### src/rtl/mavg_pkg.sv
package mavg_pkg;

    // Width of the window length register.
    localparam int WIN_REG_W = 5;

    // Window length after reset.
    localparam logic [WIN_REG_W-1:0] WINDOW_RESET = 5'd10;

endpackage

### src/rtl/moving_average_filter.sv
// Boxcar moving-average filter with a bit-serial restoring divider.
// A sample goes through S_SUM, S_DIV and S_DONE to output valid; a clear goes to S_DONE.
// S_DIV divides |sum| (SUM_W = SAMPLE_BITS + clog2(MAX_WINDOW) + 1, 21 at default sizes).
// Items are taken only once the last one is through; the divider shifts one quotient bit per
// cycle, and a waiting result holds the next item at its end.
// Reset (async, active low): empty window, window_length = 10, no output pending.
module moving_average_filter
    import mavg_pkg::*;
#(
    parameter int MAX_WINDOW  = 16,
    parameter int SAMPLE_BITS = 16
)
(
    input  logic                          clk,
    input  logic                          rst_n,
    input  logic                          cfg_valid,
    output logic                          cfg_ready,
    input  logic [WIN_REG_W-1:0]          cfg_data,
    input  logic                          in_valid,
    output logic                          in_ready,
    input  logic signed [SAMPLE_BITS-1:0] sample,
    input  logic                          clear,
    output logic                          out_valid,
    input  logic                          out_ready,
    output logic signed [SAMPLE_BITS-1:0] mean
);

    localparam int SLOT_W = $clog2(MAX_WINDOW);
    localparam int LEN_W  = $clog2(MAX_WINDOW + 1);
    localparam int SUM_W  = SAMPLE_BITS + $clog2(MAX_WINDOW) + 1;
    localparam int CNT_W  = $clog2(SUM_W);

    typedef enum logic [1:0] {
        S_IDLE,
        S_SUM,
        S_DIV,
        S_DONE
    } state_t;

    state_t                   state_reg;
    logic [WIN_REG_W-1:0]     window_length_reg;
    logic signed [SUM_W-1:0]  sum_reg;
    logic [SLOT_W-1:0]        write_slot_reg;
    logic [LEN_W-1:0]         fill_count_reg;
    logic                     window_full_reg;
    logic                     out_valid_reg;
    logic [SAMPLE_BITS-1:0]   mean_reg;
    logic [SLOT_W-1:0]        slot_reg;
    logic [SAMPLE_BITS-1:0]   sample_reg;
    logic [SAMPLE_BITS-1:0]   old_reg;
    logic [SUM_W-1:0]         div_reg;
    logic [LEN_W-1:0]         rem_reg;
    logic [LEN_W-1:0]         divisor_reg;
    logic                     neg_reg;
    logic [CNT_W-1:0]         bit_cnt_reg;

    logic [SAMPLE_BITS-1:0]   ring [MAX_WINDOW];

    logic [LEN_W-1:0]         eff_len;
    logic [SLOT_W-1:0]        slot_start;
    logic [SLOT_W-1:0]        slot_after;
    logic [LEN_W-1:0]         slot_inc;
    logic signed [SUM_W-1:0]  x_ext;
    logic signed [SUM_W-1:0]  old_ext;
    logic signed [SUM_W-1:0]  sum_new;
    logic [SUM_W-1:0]         sum_abs;
    logic [LEN_W-1:0]         fill_inc;
    logic                     fill_done;
    logic [LEN_W-1:0]         divisor_new;
    logic [LEN_W:0]           rem_shift;
    logic                     q_bit;
    logic [LEN_W-1:0]         rem_next;
    logic [SAMPLE_BITS-1:0]   q_low;
    logic [SAMPLE_BITS-1:0]   avg_signed;
    logic                     in_accept;

    // Handshakes: config and items are taken only between items.
    assign cfg_ready = (state_reg == S_IDLE);
    assign in_ready  = (state_reg == S_IDLE) && !cfg_valid;
    assign in_accept = in_valid && in_ready;
    assign out_valid = out_valid_reg;
    assign mean      = mean_reg;

    // Clamp the window length to 1..MAX_WINDOW.
    always_comb
    begin
        if (window_length_reg == '0)
        begin
            eff_len = LEN_W'(1);
        end
        else if (int'(window_length_reg) > MAX_WINDOW)
        begin
            eff_len = LEN_W'(MAX_WINDOW);
        end
        else
        begin
            eff_len = LEN_W'(window_length_reg);
        end
    end

    // Pick the ring slot for this item and the one after it.
    assign slot_start = (LEN_W'(write_slot_reg) >= eff_len) ? '0 : write_slot_reg;
    assign slot_inc   = LEN_W'(slot_reg) + LEN_W'(1);
    assign slot_after = (slot_inc >= eff_len) ? '0 : SLOT_W'(slot_inc);

    // Update the running sum and the fill state.
    assign x_ext    = {{(SUM_W - SAMPLE_BITS){sample_reg[SAMPLE_BITS-1]}}, sample_reg};
    assign old_ext  = {{(SUM_W - SAMPLE_BITS){old_reg[SAMPLE_BITS-1]}}, old_reg};
    assign sum_new  = window_full_reg ? (sum_reg - old_ext + x_ext) : (sum_reg + x_ext);
    assign sum_abs  = sum_new[SUM_W-1] ? SUM_W'(-sum_new) : SUM_W'(sum_new);
    assign fill_inc = fill_count_reg + LEN_W'(1);
    assign fill_done = window_full_reg || (fill_inc >= eff_len);
    assign divisor_new = fill_done ? eff_len : fill_inc;

    // One restoring-division step on the magnitude.
    assign rem_shift = {rem_reg, div_reg[SUM_W-1]};
    assign q_bit     = (rem_shift >= {1'b0, divisor_reg});
    assign rem_next  = q_bit ? LEN_W'(rem_shift - {1'b0, divisor_reg}) : LEN_W'(rem_shift);

    // Restore the sign of the quotient.
    assign q_low      = div_reg[SAMPLE_BITS-1:0];
    assign avg_signed = neg_reg ? (~q_low + SAMPLE_BITS'(1)) : q_low;

    // Sequence one item and hold the output register.
    always_ff @(posedge clk or negedge rst_n)
    begin
        if (!rst_n)
        begin
            state_reg         <= S_IDLE;
            window_length_reg <= WINDOW_RESET;
            sum_reg           <= '0;
            write_slot_reg    <= '0;
            fill_count_reg    <= '0;
            window_full_reg   <= 1'b0;
            out_valid_reg     <= 1'b0;
            mean_reg          <= '0;
            slot_reg          <= '0;
            sample_reg        <= '0;
            div_reg           <= '0;
            rem_reg           <= '0;
            divisor_reg       <= '0;
            neg_reg           <= 1'b0;
            bit_cnt_reg       <= '0;
        end
        else
        begin
            // Drop valid once the result is taken, unless a new one loads now.
            if (out_valid_reg && out_ready && (state_reg != S_DONE))
            begin
                out_valid_reg <= 1'b0;
            end

            unique case (state_reg)
                S_IDLE:
                begin
                    if (cfg_valid)
                    begin
                        // Store the new length and empty the window.
                        window_length_reg <= cfg_data;
                        sum_reg           <= '0;
                        write_slot_reg    <= '0;
                        fill_count_reg    <= '0;
                        window_full_reg   <= 1'b0;
                    end
                    else if (in_valid)
                    begin
                        if (clear)
                        begin
                            // Empty the window and return zero.
                            sum_reg         <= '0;
                            write_slot_reg  <= '0;
                            fill_count_reg  <= '0;
                            window_full_reg <= 1'b0;
                            div_reg         <= '0;
                            neg_reg         <= 1'b0;
                            state_reg       <= S_DONE;
                        end
                        else
                        begin
                            sample_reg <= sample;
                            slot_reg   <= slot_start;
                            state_reg  <= S_SUM;
                        end
                    end
                end

                S_SUM:
                begin
                    sum_reg        <= sum_new;
                    write_slot_reg <= slot_after;
                    if (!window_full_reg)
                    begin
                        fill_count_reg  <= divisor_new;
                        window_full_reg <= fill_done;
                    end
                    divisor_reg <= divisor_new;
                    div_reg     <= sum_abs;
                    neg_reg     <= sum_new[SUM_W-1];
                    rem_reg     <= '0;
                    bit_cnt_reg <= CNT_W'(SUM_W - 1);
                    state_reg   <= S_DIV;
                end

                S_DIV:
                begin
                    // Shift in one quotient bit per cycle.
                    rem_reg <= rem_next;
                    div_reg <= {div_reg[SUM_W-2:0], q_bit};
                    if (bit_cnt_reg == '0)
                    begin
                        state_reg <= S_DONE;
                    end
                    else
                    begin
                        bit_cnt_reg <= bit_cnt_reg - CNT_W'(1);
                    end
                end

                S_DONE:
                begin
                    if (!out_valid_reg || out_ready)
                    begin
                        out_valid_reg <= 1'b1;
                        mean_reg      <= avg_signed;
                        state_reg     <= S_IDLE;
                    end
                end
            endcase
        end
    end

    // Sample ring: write the new sample, read the entry it replaces.
    always_ff @(posedge clk)
    begin
        if (state_reg == S_SUM)
        begin
            ring[slot_reg] <= sample_reg;
        end
        if (in_accept)
        begin
            old_reg <= ring[slot_start];
        end
    end

endmodule

### config.mk
export PLATFORM = sky130hd
export DESIGN_NAME = moving_average_filter
export DESIGN_NICKNAME = d
export VERILOG_FILES = /design/src/rtl/mavg_pkg.sv /design/src/rtl/moving_average_filter.sv
export SDC_FILE = /design/constraint.sdc
export NUM_CORES = 1
export LEC_CHECK = 0
export ABC_AREA = 1
export BUFFER_PORTS_ARGS = -buffer_cell sky130_fd_sc_hd__clkbuf_2
export CORE_MARGIN = 2
export CORE_UTILIZATION = 30
export DETAILED_ROUTE_END_ITERATION = 8
export GPL_TIMING_DRIVEN = 0
export SYNTH_ARGS = -nofsm -noshare
export SYNTH_HDL_FRONTEND = slang
export SYNTH_SLANG_ARGS = --single-unit
### constraint.sdc
create_clock -name clk -period 8.4 [get_ports clk]
set_input_delay 0 -clock clk [delete_from_list [all_inputs] [get_ports clk]]
set_output_delay 0 -clock clk [all_outputs]
set_load 0.05 [all_outputs]
==> results of run 1 <==
[cells by family (layout without fill, tap and decap cells)]
group | Yosys count | count (layout) | synth area share, %
AO/OA/AOI/OAI | 413 | 413 | 11.6
adder cells (fa/ha/maj) | 95 | 95 | 6.62
multiplexers | 4 | 4 | 0.220
flip-flops | 384 | 384 | 53.6
AND/OR/NAND/NOR | 973 | 973 | 20.3
XOR/XNOR | 21 | 21 | 0.899
buffers and inverters | 350 | 520 | 6.79
[area by class of cell]
cell class	count	area, sq um
flip-flops and latches	384	11000
fillers	6820	43600
clock inverters	30	367
clock buffers	50	1120
plain buffers	81	377
repair buffers	90	761
well taps	873	1090
inverters	269	1010
multi-input cells	1506	8130
[worst reg2reg max path, stage by stage, from the launching register on]
cell and delay, ns:
dfrtp_1 1.16, inv_1 0.45, fa_1 0.63, inv_1 0.04, ha_1 0.34, nand2_1 0.12, nor2_1 0.19, and2_1 0.19
nand3_1 0.10, nand3_1 0.09, nand2_1 0.05, nand3_1 0.15, nand2_4 0.12, buf_6 0.16, nor2_1 0.42, nand3_1 0.15
nand2_1 0.17, nand2_1 0.06, o21ai_1 0.07
[how the worst min path moves through the flow]
stage	start	to	depth (start not counted)
global route	rst_n	window_length_reg[3]	2
floorplan	rst_n	bit_cnt_reg[0]	0
finish	rst_n	sample_reg[14]	3
global placement	sample[2]	sample_reg[2]	3
CTS	rst_n	window_length_reg[1]	2
detailed placement	rst_n	sample_reg[14]	1
[metrics by stage]
step / setup slack, ns / area, sq um
after floorplan: 5.18 / 20500
after CTS: 3.78 / 23800
final: 3.67 / 23800
after global placement: 3.81 / 21800
after global routing: 3.34 / 23800
after detailed placement: 3.78 / 22000
[cells in the final DEF (no fill, tap or decap), drive strengths merged, types with 31 or more instances in the layout]
| master | n |
|---|---|
| nor2 | 324 |
| buf | 55 |
| inv | 272 |
| nand2 | 429 |
| dfrtp | 110 |
| edfxtp | 272 |
| a21oi | 74 |
| o211ai | 64 |
| dlygate4sd3 | 31 |
| o21ai | 223 |
| clkbuf | 135 |
| nand3 | 169 |
| ha | 73 |
[routing by layer]
layer,routed length (microns),GRT usage [%]
met1,25500,21.9
met2,26200,26.6
met3,4100,3.48
met4,2230,6.72
met5,16,0
[cell usage after synthesis, types with 2 or more instances]
master,instances
clkbuf_1,40
nand4_1,16
nor2_1,312
nand2_2,21
buf_4,4
inv_1,259
nand3_1,158
xor2_1,17
inv_2,8
nand3_2,11
nand2_4,2
dfrtp_1,110
a21oi_1,72
dfstp_2,2
o32ai_1,3
o211ai_1,64
fa_1,22
o22ai_1,30
edfxtp_1,272
a31oi_1,3
xnor2_1,4
nor2_4,4
nor2_2,8
nor4_1,3
buf_6,2
and2_1,5
o21ai_1,29
nand2_1,406
o21a_1,6
nand3b_1,4
o21ai_0,193
o31ai_1,3
ha_1,73
nor3_1,19
buf_2,34
mux2_2,4
==> flow_metrics.py, run 1 <==
metrics = {
    "synth": {
        "synth_edf_count": 272,
        "synthCells": 2240,
        "synthesis.nets": 2362,
        "synth_area_per_cell_sq_um": 9.13,
        "synth_top_area_share_pct": 39.9,
        "ys_warn_count": 0,
        "async_flop_share_pct": 29.2,
        "yosys_register_bits": 384,
        "synth-seq-area-share_pct": 53.6,
        "synth_area_sq_mm": 0.0205,
        "synthFlopType": "edfxtp_1",
        "synth_cell_types": 53,
        "synth_area_leaders": "edfxtp_1 40%, dfrtp_1 13%, nand2_1 7.4%",
        "netlist.top_cell.by_area": "edfxtp_1",
    },
    "timing": {
        "clock.fmax_mhz": 212,
        "finalHoldViolations": 0,
        "skew_ns": 0.0190,
        "hold_ws_ns": 0.0300,
        "max-slew-margin-rel_pct": 17.8,
        "final.setup.tns_ns": 0,
        "rsz0062_at_grt": "no",
        "finalSetupViolCount": 0,
        "slew_viol_final": 0,
        "worstMarginPinSlew_ns": 1.23,
        "fin_crit_sh_pct": 56.3,
        "period_needed_ns": 4.73,
    },
    "global_route": {
        "overflow": 0,
        "grt.total_usage_pct": 16.6,
        "grt_pass1_vias": 15733,
        "grt_max_degree": 86,
        "antenna_found_initial": 7,
        "grt_first_pass_wirelength_microns": 89700,
    },
    "finish": {
        "area_delta_synth_final_pct": 16.5,
        "fin_util_pct": 35.4,
        "finalNonFillerCells": 3283,
        "nets": 2497,
        "largest_register_ffs": 256,
        "post_route_cells_drive_above_1_share_pct": 10.4,
        "num_antenna_cells": 0,
    },
    "flow_run": {
        "cap_viol_max_count": 0,
    },
    "setup_path": {
        "reg2reg_from": "sample_reg[15]",
        "critPathMaxStageDelay_ns": 1.16,
        "rr_endpoint": "div_reg[20]",
        "crit_required_ns": 8.90,
        "start_kind": "register",
        "slowest_stage": "dfrtp_1",
        "cp.depth": 18,
        "critPathKind": "register to register",
        "critical_path.top_delay_family": "simple AND/OR/NAND/NOR gates",
        "crit_arrival_ns": 5.23,
        "crit_start": "sample_reg[15]",
        "path_max_fanout": 23,
        "reg2regPathDepth": 18,
        "critPathCapture": "div_reg[20]",
        "cp_cell_sequence": "inv_1 > fa_1 > inv_1 > ha_1 > nand2_1 > nor2_1 > and2_1 > nand3_1 > nand3_1 > nand2_1 > nand3_1 > nand2_4 > buf_6 > nor2_1 > nand3_1 > nand2_1 > nand2_1 > o21ai_1",
        "path_buf_inv": 3,
        "crit_path_end_kind": "register",
        "regToRegSetupSlack_ns": 3.67,
    },
    "placement": {
        "io_buffers": 45,
        "place_hpwl_microns": 41900,
        "place.gp.congestion": 0.922,
        "dp_cells": 3171,
    },
    "detailed_routing": {
        "drt-wirelength-per-cell_microns": 17.7,
        "vias": 16041,
        "ant_nets": 0,
        "drc": 0,
        "drtIter0Drc": 1388,
        "dr.pass1.iters": 5,
        "wirelength_microns": 58000,
        "viasPerCell": 4.89,
    },
    "cts": {
        "htreeDepth": 2,
        "root_buffer": "clkbuf_16",
        "clock_sink_count": 384,
        "cts.path.max_buffers": 3,
        "post_cts_resized": 0,
        "clkSlewWorstSetupHoldPaths_ns": 0.06,
        "cts_hold_buf": 32,
        "cts_tree": "built",
        "clock_latency_ns": 0.59,
        "cts_setup_buffers": 0,
        "numCtsBuffers": 43,
    },
    "run_status": {
        "status": "finished clean",
    },
    "floorplanning": {
        "io_pins": 46,
        "dieArea_sq_mm": 0.0703,
        "die_h_microns": 265,
        "std_cell_rows": 95,
        "die_x_microns": 265,
        "initial_core_util_pct": 30.4,
        "core_area_sq_mm": 0.0674,
    },
    "min_path": {
        "hp-class": "primary input to asynchronous set/reset pin",
    },
}
Power of run 1 is not shown: default switching activity piles up to over one toggle a cycle in this logic, so the estimate is an artifact.
==> inputs of run 2 (changes only) <==
- clock period: 8.4 -> 4.35 ns (I/O delays scaled with it)
==> flow_metrics.py, run 2 (same netlist as run 1, synthesis figures left out) <==
metrics = {
    "placement": {
        "dp_cells": 3171,
        "preCtsSetupSlack_ns": -0.269,
        "place.gp.congestion": 0.922,
        "io_buffers": 45,
        "place_area_sq_mm": 0.0220,
        "place_hpwl_microns": 41900,
    },
    "timing": {
        "period_needed_ns": 4.09,
        "worstMarginPinSlew_ns": 1.03,
        "final.setup.tns_ns": 0,
        "max-slew-margin-rel_pct": 31.5,
        "skew_ns": 0.0183,
        "finalSetupViolCount": 0,
        "finalHoldViolations": 0,
        "rsz0062_at_grt": "no",
        "clock.fmax_mhz": 244,
        "slew_viol_final": 0,
        "timing.final.ws_setup_ns": 0.255,
        "fin_crit_sh_pct": 94.1,
    },
    "detailed_routing": {
        "drt-wirelength-per-cell_microns": 17.7,
        "drtIter0Drc": 1372,
        "drc": 0,
        "dr.pass1.iters": 5,
        "ant_nets": 0,
        "viasPerCell": 4.90,
        "vias": 16087,
        "wirelength_microns": 58100,
    },
    "setup_path": {
        "rr_endpoint": "div_reg[20]",
        "regToRegSetupSlack_ns": 0.26,
        "path_max_fanout": 18,
        "critPathKind": "register to register",
        "crit_path_end_kind": "register",
        "reg2reg_from": "sample_reg[6]",
        "critPathCapture": "div_reg[20]",
        "crit_start": "sample_reg[6]",
        "reg2regPathDepth": 18,
        "start_kind": "register",
        "crit_required_ns": 4.85,
        "crit_arrival_ns": 4.60,
    },
    "cts": {
        "cts_setup_buffers": 0,
        "clock_sink_count": 384,
        "cts.path.max_buffers": 3,
        "root_buffer": "clkbuf_16",
        "cts_tree": "built",
        "clkSlewWorstSetupHoldPaths_ns": 0.06,
        "htreeDepth": 2,
        "numCtsBuffers": 43,
        "clock_latency_ns": 0.59,
    },
    "finish": {
        "finalNonFillerCells": 3283,
        "largest_register_ffs": 256,
        "nets": 2497,
        "post_route_cells_drive_above_1_share_pct": 11.0,
        "fillers": 6817,
        "final_common_cell": "nand2_1",
        "area_delta_synth_final_pct": 16.6,
        "num_antenna_cells": 0,
        "postLayoutCellArea_sq_mm": 0.0239,
        "final_cell_mix": "406 x nand2_1, 297 x nor2_1, 272 x edfxtp_1",
    },
    "floorplanning": {
        "io_pins": 46,
        "dieArea_sq_mm": 0.0703,
        "initial_core_util_pct": 30.4,
        "core_area_sq_mm": 0.0674,
        "die_h_microns": 265,
        "std_cell_rows": 95,
        "die_x_microns": 265,
    },
    "run_status": {
        "status": "finished clean",
    },
    "flow_run": {
        "cap_viol_max_count": 0,
    },
    "global_route": {
        "antenna_found_initial": 7,
        "overflow": 0,
        "grt_max_degree": 86,
        "grt_first_pass_wirelength_microns": 89700,
        "grt.total_usage_pct": 16.6,
        "grt_pass1_vias": 15733,
    },
    "min_path": {
        "hp-class": "primary input to asynchronous set/reset pin",
    },
}
[run 2: repair_timing]
item	CTS	global route
setup endpoints to repair	9	5
gates resized for setup	1	13
hold buffers	32	0
endpoints found under the hold margin	153	0
[run 2: metal layers]
metal	wire [microns]	vias to the layer above	GRT usage, %
li1	-	7854	-
met1	25600	7638	21.9
met2	26200	471	26.6
met5	16	-	0
met3	3940	122	3.48
met4	2240	2	6.72
[run 2: cell type report]
type | count | area (sq um) | share of cell area (%)
buffer | 81 | 377 | 1.58
clock buffer | 50 | 1120 | 4.70
clock inverter | 30 | 367 | 1.54
inverter | 269 | 1010 | 4.24
multi-input combinational | 1506 | 8130 | 34.1
sequential | 384 | 11000 | 46.1
tap | 873 | 1090 | 4.58
timing repair buffer | 90 | 761 | 3.19
[run 2: worst min-delay path by stage]
stage	from	end	cells after the start
3_3_place_gp	sample[2]	sample_reg[2]	3
2_1_floorplan	rst_n	bit_cnt_reg[0]	0
3_5_place_dp	rst_n	sample_reg[14]	1
4_1_cts	rst_n	window_length_reg[1]	2
5_1_grt	rst_n	window_length_reg[3]	2
6_report	rst_n	window_length_reg[1]	2
[run 2: metrics by stage]
step,hold WS [ns],util (%)
2_1_floorplan,-0.296,-
3_3_place_gp,0.253,32.3
3_5_place_dp,-0.0881,32.7
4_1_cts,0.00882,35.4
5_1_grt,0.0242,35.4
6_report,0.0296,35.4
[run 2: critical path, cell delays in order, from the launching register on]
cell and delay, ns:
dfrtp_1 0.91, inv_1 0.18, fa_1 0.54, inv_1 0.04, ha_1 0.36, nand2_1 0.11, nor2_1 0.18, and2_1 0.17
nand3_1 0.09, nand3_1 0.09, nand2_1 0.05, nand3_1 0.15, nand2_4 0.12, buf_6 0.16, nor2_1 0.43, nand3_1 0.15
nand2_1 0.16, nand2_1 0.06, o21ai_1 0.07
Power of run 2 is left out for the same reason.
==> inputs of run 3 (changes only) <==
- ABC_AREA: 1 -> not set
==> flow_metrics.py, run 3 <==
metrics = {
    "setup_path": {
        "critPathMaxStageDelay_ns": 0.56,
        "crit_required_ns": 4.61,
        "path_max_fanout": 10,
        "cp_cell_sequence": "clkinvlp_4 > clkbuf_2 > ha_1 > nand2b_1 > a21o_1 > a21o_1 > a21oi_1 > or2_2 > nand2_1 > clkbuf_2 > mux2_2 > a221oi_1 > o32ai_2",
        "reg2regPathDepth": 13,
        "rr_endpoint": "old_reg[2]",
        "critical_path.top_delay_family": "compound AO/OA/AOI/OAI gates",
        "crit_path_end_kind": "register",
        "path_buf_inv": 3,
        "crit_arrival_ns": 4.47,
        "slowest_stage": "dfrtp_2",
        "reg2reg_from": "write_slot_reg[0]",
        "start_kind": "register",
        "regToRegSetupSlack_ns": 0.14,
        "critPathKind": "register to register",
    },
    "synth": {
        "synth_edf_count": 272,
        "netlist.top_cell.by_area": "edfxtp_1",
        "yosys_register_bits": 384,
        "synth-seq-area-share_pct": 55.3,
        "synthesis.nets": 1839,
        "synth_area_sq_mm": 0.0198,
        "ys_warn_count": 0,
        "synth_top_area_share_pct": 41.2,
        "yosysMostFrequentCell": "edfxtp_1",
        "synth_area_per_cell_sq_um": 11.6,
        "synthCells": 1717,
        "yosys-top-cells-count": "272 x edfxtp_1, 148 x nand2_1, 115 x inv_1",
        "async_flop_share_pct": 29.2,
        "synth_cell_types": 75,
        "synthFlopType": "edfxtp_1",
        "synth_area_leaders": "edfxtp_1 41%, dfrtp_1 14%, mux2_2 5.9%",
    },
    "timing": {
        "final.setup.tns_ns": 0,
        "timing.final.ws_setup_ns": 0.143,
        "finalHoldViolations": 0,
        "skew_ns": 0.0347,
        "clock.fmax_mhz": 238,
        "max-slew-margin-rel_pct": 30.1,
        "worstMarginPinSlew_ns": 1.05,
        "finalSetupViolCount": 0,
        "period_needed_ns": 4.21,
        "fin_crit_sh_pct": 96.7,
        "slew_viol_final": 0,
    },
    "detailed_routing": {
        "dr.pass1.iters": 5,
        "ant_nets": 0,
        "drt-wirelength-per-cell_microns": 20.4,
        "viasPerCell": 5.21,
        "drc": 0,
        "wirelength_microns": 56300,
        "vias": 14377,
        "drtIter0Drc": 1401,
    },
    "min_path": {
        "hp-class": "primary input to asynchronous set/reset pin",
    },
    "finish": {
        "final_cell_mix": "272 x edfxtp_1, 148 x nand2_1, 115 x inv_1",
        "postLayoutCellArea_sq_mm": 0.0233,
        "num_antenna_cells": 0,
        "final_common_cell": "edfxtp_1",
        "post_route_cells_drive_above_1_share_pct": 16.5,
        "area_delta_synth_final_pct": 17.4,
        "finalNonFillerCells": 2759,
        "nets": 1987,
        "fillers": 6414,
        "multi_input_area_sq_mm": 0.00830,
        "largest_register_ffs": 256,
        "seqCellArea_sq_mm": 0.0110,
    },
    "floorplanning": {
        "std_cell_rows": 94,
        "die_h_microns": 261,
        "initial_core_util_pct": 30.2,
        "core_area_sq_mm": 0.0656,
        "die_x_microns": 261,
        "io_pins": 46,
        "dieArea_sq_mm": 0.0682,
    },
    "global_route": {
        "grt.total_usage_pct": 16.4,
        "grt_first_pass_wirelength_microns": 85100,
        "overflow": 0,
        "grt_pass1_vias": 14175,
        "antenna_found_initial": 0,
        "grt_max_degree": 103,
    },
    "cts": {
        "clkSlewWorstSetupHoldPaths_ns": 0.06,
        "cts_tree": "built",
        "clock_sink_count": 384,
        "htreeDepth": 2,
        "numCtsBuffers": 40,
        "cts.path.max_buffers": 3,
        "root_buffer": "clkbuf_16",
        "clock_latency_ns": 0.59,
    },
    "placement": {
        "io_buffers": 45,
        "place.gp.congestion": 0.943,
        "place_hpwl_microns": 39000,
        "preCtsSetupSlack_ns": -1.02,
        "place_area_sq_mm": 0.0213,
        "dp_cells": 2631,
    },
    "flow_run": {
        "cap_viol_max_count": 0,
    },
    "power": {
        "power_leakage_nw": 8.64,
        "ir_drop_uv": 430,
        "power_density_mw_per_mm2": 830,
    },
    "run_status": {
        "status": "finished clean",
    },
}
[run 3: report_power, final]
group | internal (W) | leakage, nW | total [W] | switching [W]
Sequential | 0.00494 | 3.87 | 0.00568 | 0.000743
Clock | 0.00190 | 0.602 | 0.00338 | 0.00148
Combinational | 0.00367 | 4.17 | 0.0103 | 0.00662
Total | 0.0105 | 8.64 | 0.0193 | 0.00885
[run 3: logic make-up (layout without fill, tap and decap cells)]
logic type	Yosys count	in the layout	synth area share [%]
multiplexers	129	129	7.16
XOR/XNOR	56	56	2.47
flip-flops	384	384	55.3
buffers and inverters	206	384	3.92
AND/OR/NAND/NOR	392	392	9.33
adder cells (fa/ha/maj)	95	95	6.82
AO/OA/AOI/OAI	455	455	15.0
[run 3: worst max-delay path by stage]
| stage | start | endpoint | slack [ns] | depth (start not counted) |
|---|---|---|---|---|
| after floorplan | sample_reg[15] | div_reg[1] | 0.47 | 14 |
| after global placement | sample_reg[1] | div_reg[20] | -0.95 | 14 |
| after detailed placement | sample_reg[1] | div_reg[20] | -1.02 | 14 |
| after CTS | write_slot_reg[0] | old_reg[9] | -0.14 | 13 |
| after global routing | write_slot_reg[0] | old_reg[4] | -0.02 | 13 |
| final | write_slot_reg[0] | old_reg[2] | 0.14 | 13 |
[run 3: repair_timing]
action | CTS | global route
hold buffers | 33 | 0
pin swaps | 1 | 2
endpoints found under the setup margin | 41 | 35
cloned | 0 | 0
buffers inserted | 3 | 21
endpoints found under the hold margin | 138 | 0
resized for setup | 47 | 32
[run 3: metrics by stage]
stage	utilization, %	power (W)	hold slack [ns]
after floorplan	-	0.0123	-0.296
after global placement	32.2	0.0151	0.232
after detailed placement	32.4	0.0154	-0.159
after CTS	35.0	0.0190	0.00104
after global routing	35.5	0.0207	0.0714
final	35.5	0.0193	0.0330
[run 3: worst register-to-register path: cells and delay by family (launching register included)]
kind	cells	cell delay (ns)
multiplexers	1	0.39
AND/OR/NAND/NOR	3	0.71
AO/OA/AOI/OAI	5	0.99
adder cells (fa/ha/maj)	1	0.32
buffers and inverters	3	0.92
flip-flops	1	0.56
[run 3: final cells by class]
type / instances / area share, %
Inverter: 117 / 1.90
Tap cell: 864 / 4.64
Buffer: 88 / 1.49
Multi-Input combinational cell: 1127 / 35.6
Clock buffer: 56 / 4.73
Sequential cell: 384 / 47.3
Timing Repair Buffer: 107 / 3.55
Clock inverter: 16 / 0.709
[run 3: metal layers]
metal  GRT usage [%]  up-vias  share of wire, %
met5               0        -                 0
met4            5.93        0               3.1
met3            2.33       95               6.2
met2            26.0      457                46
met1            22.8     7155                45
li1                -     6670                 -
No activity file was read; power rests on OpenSTA's default activity.
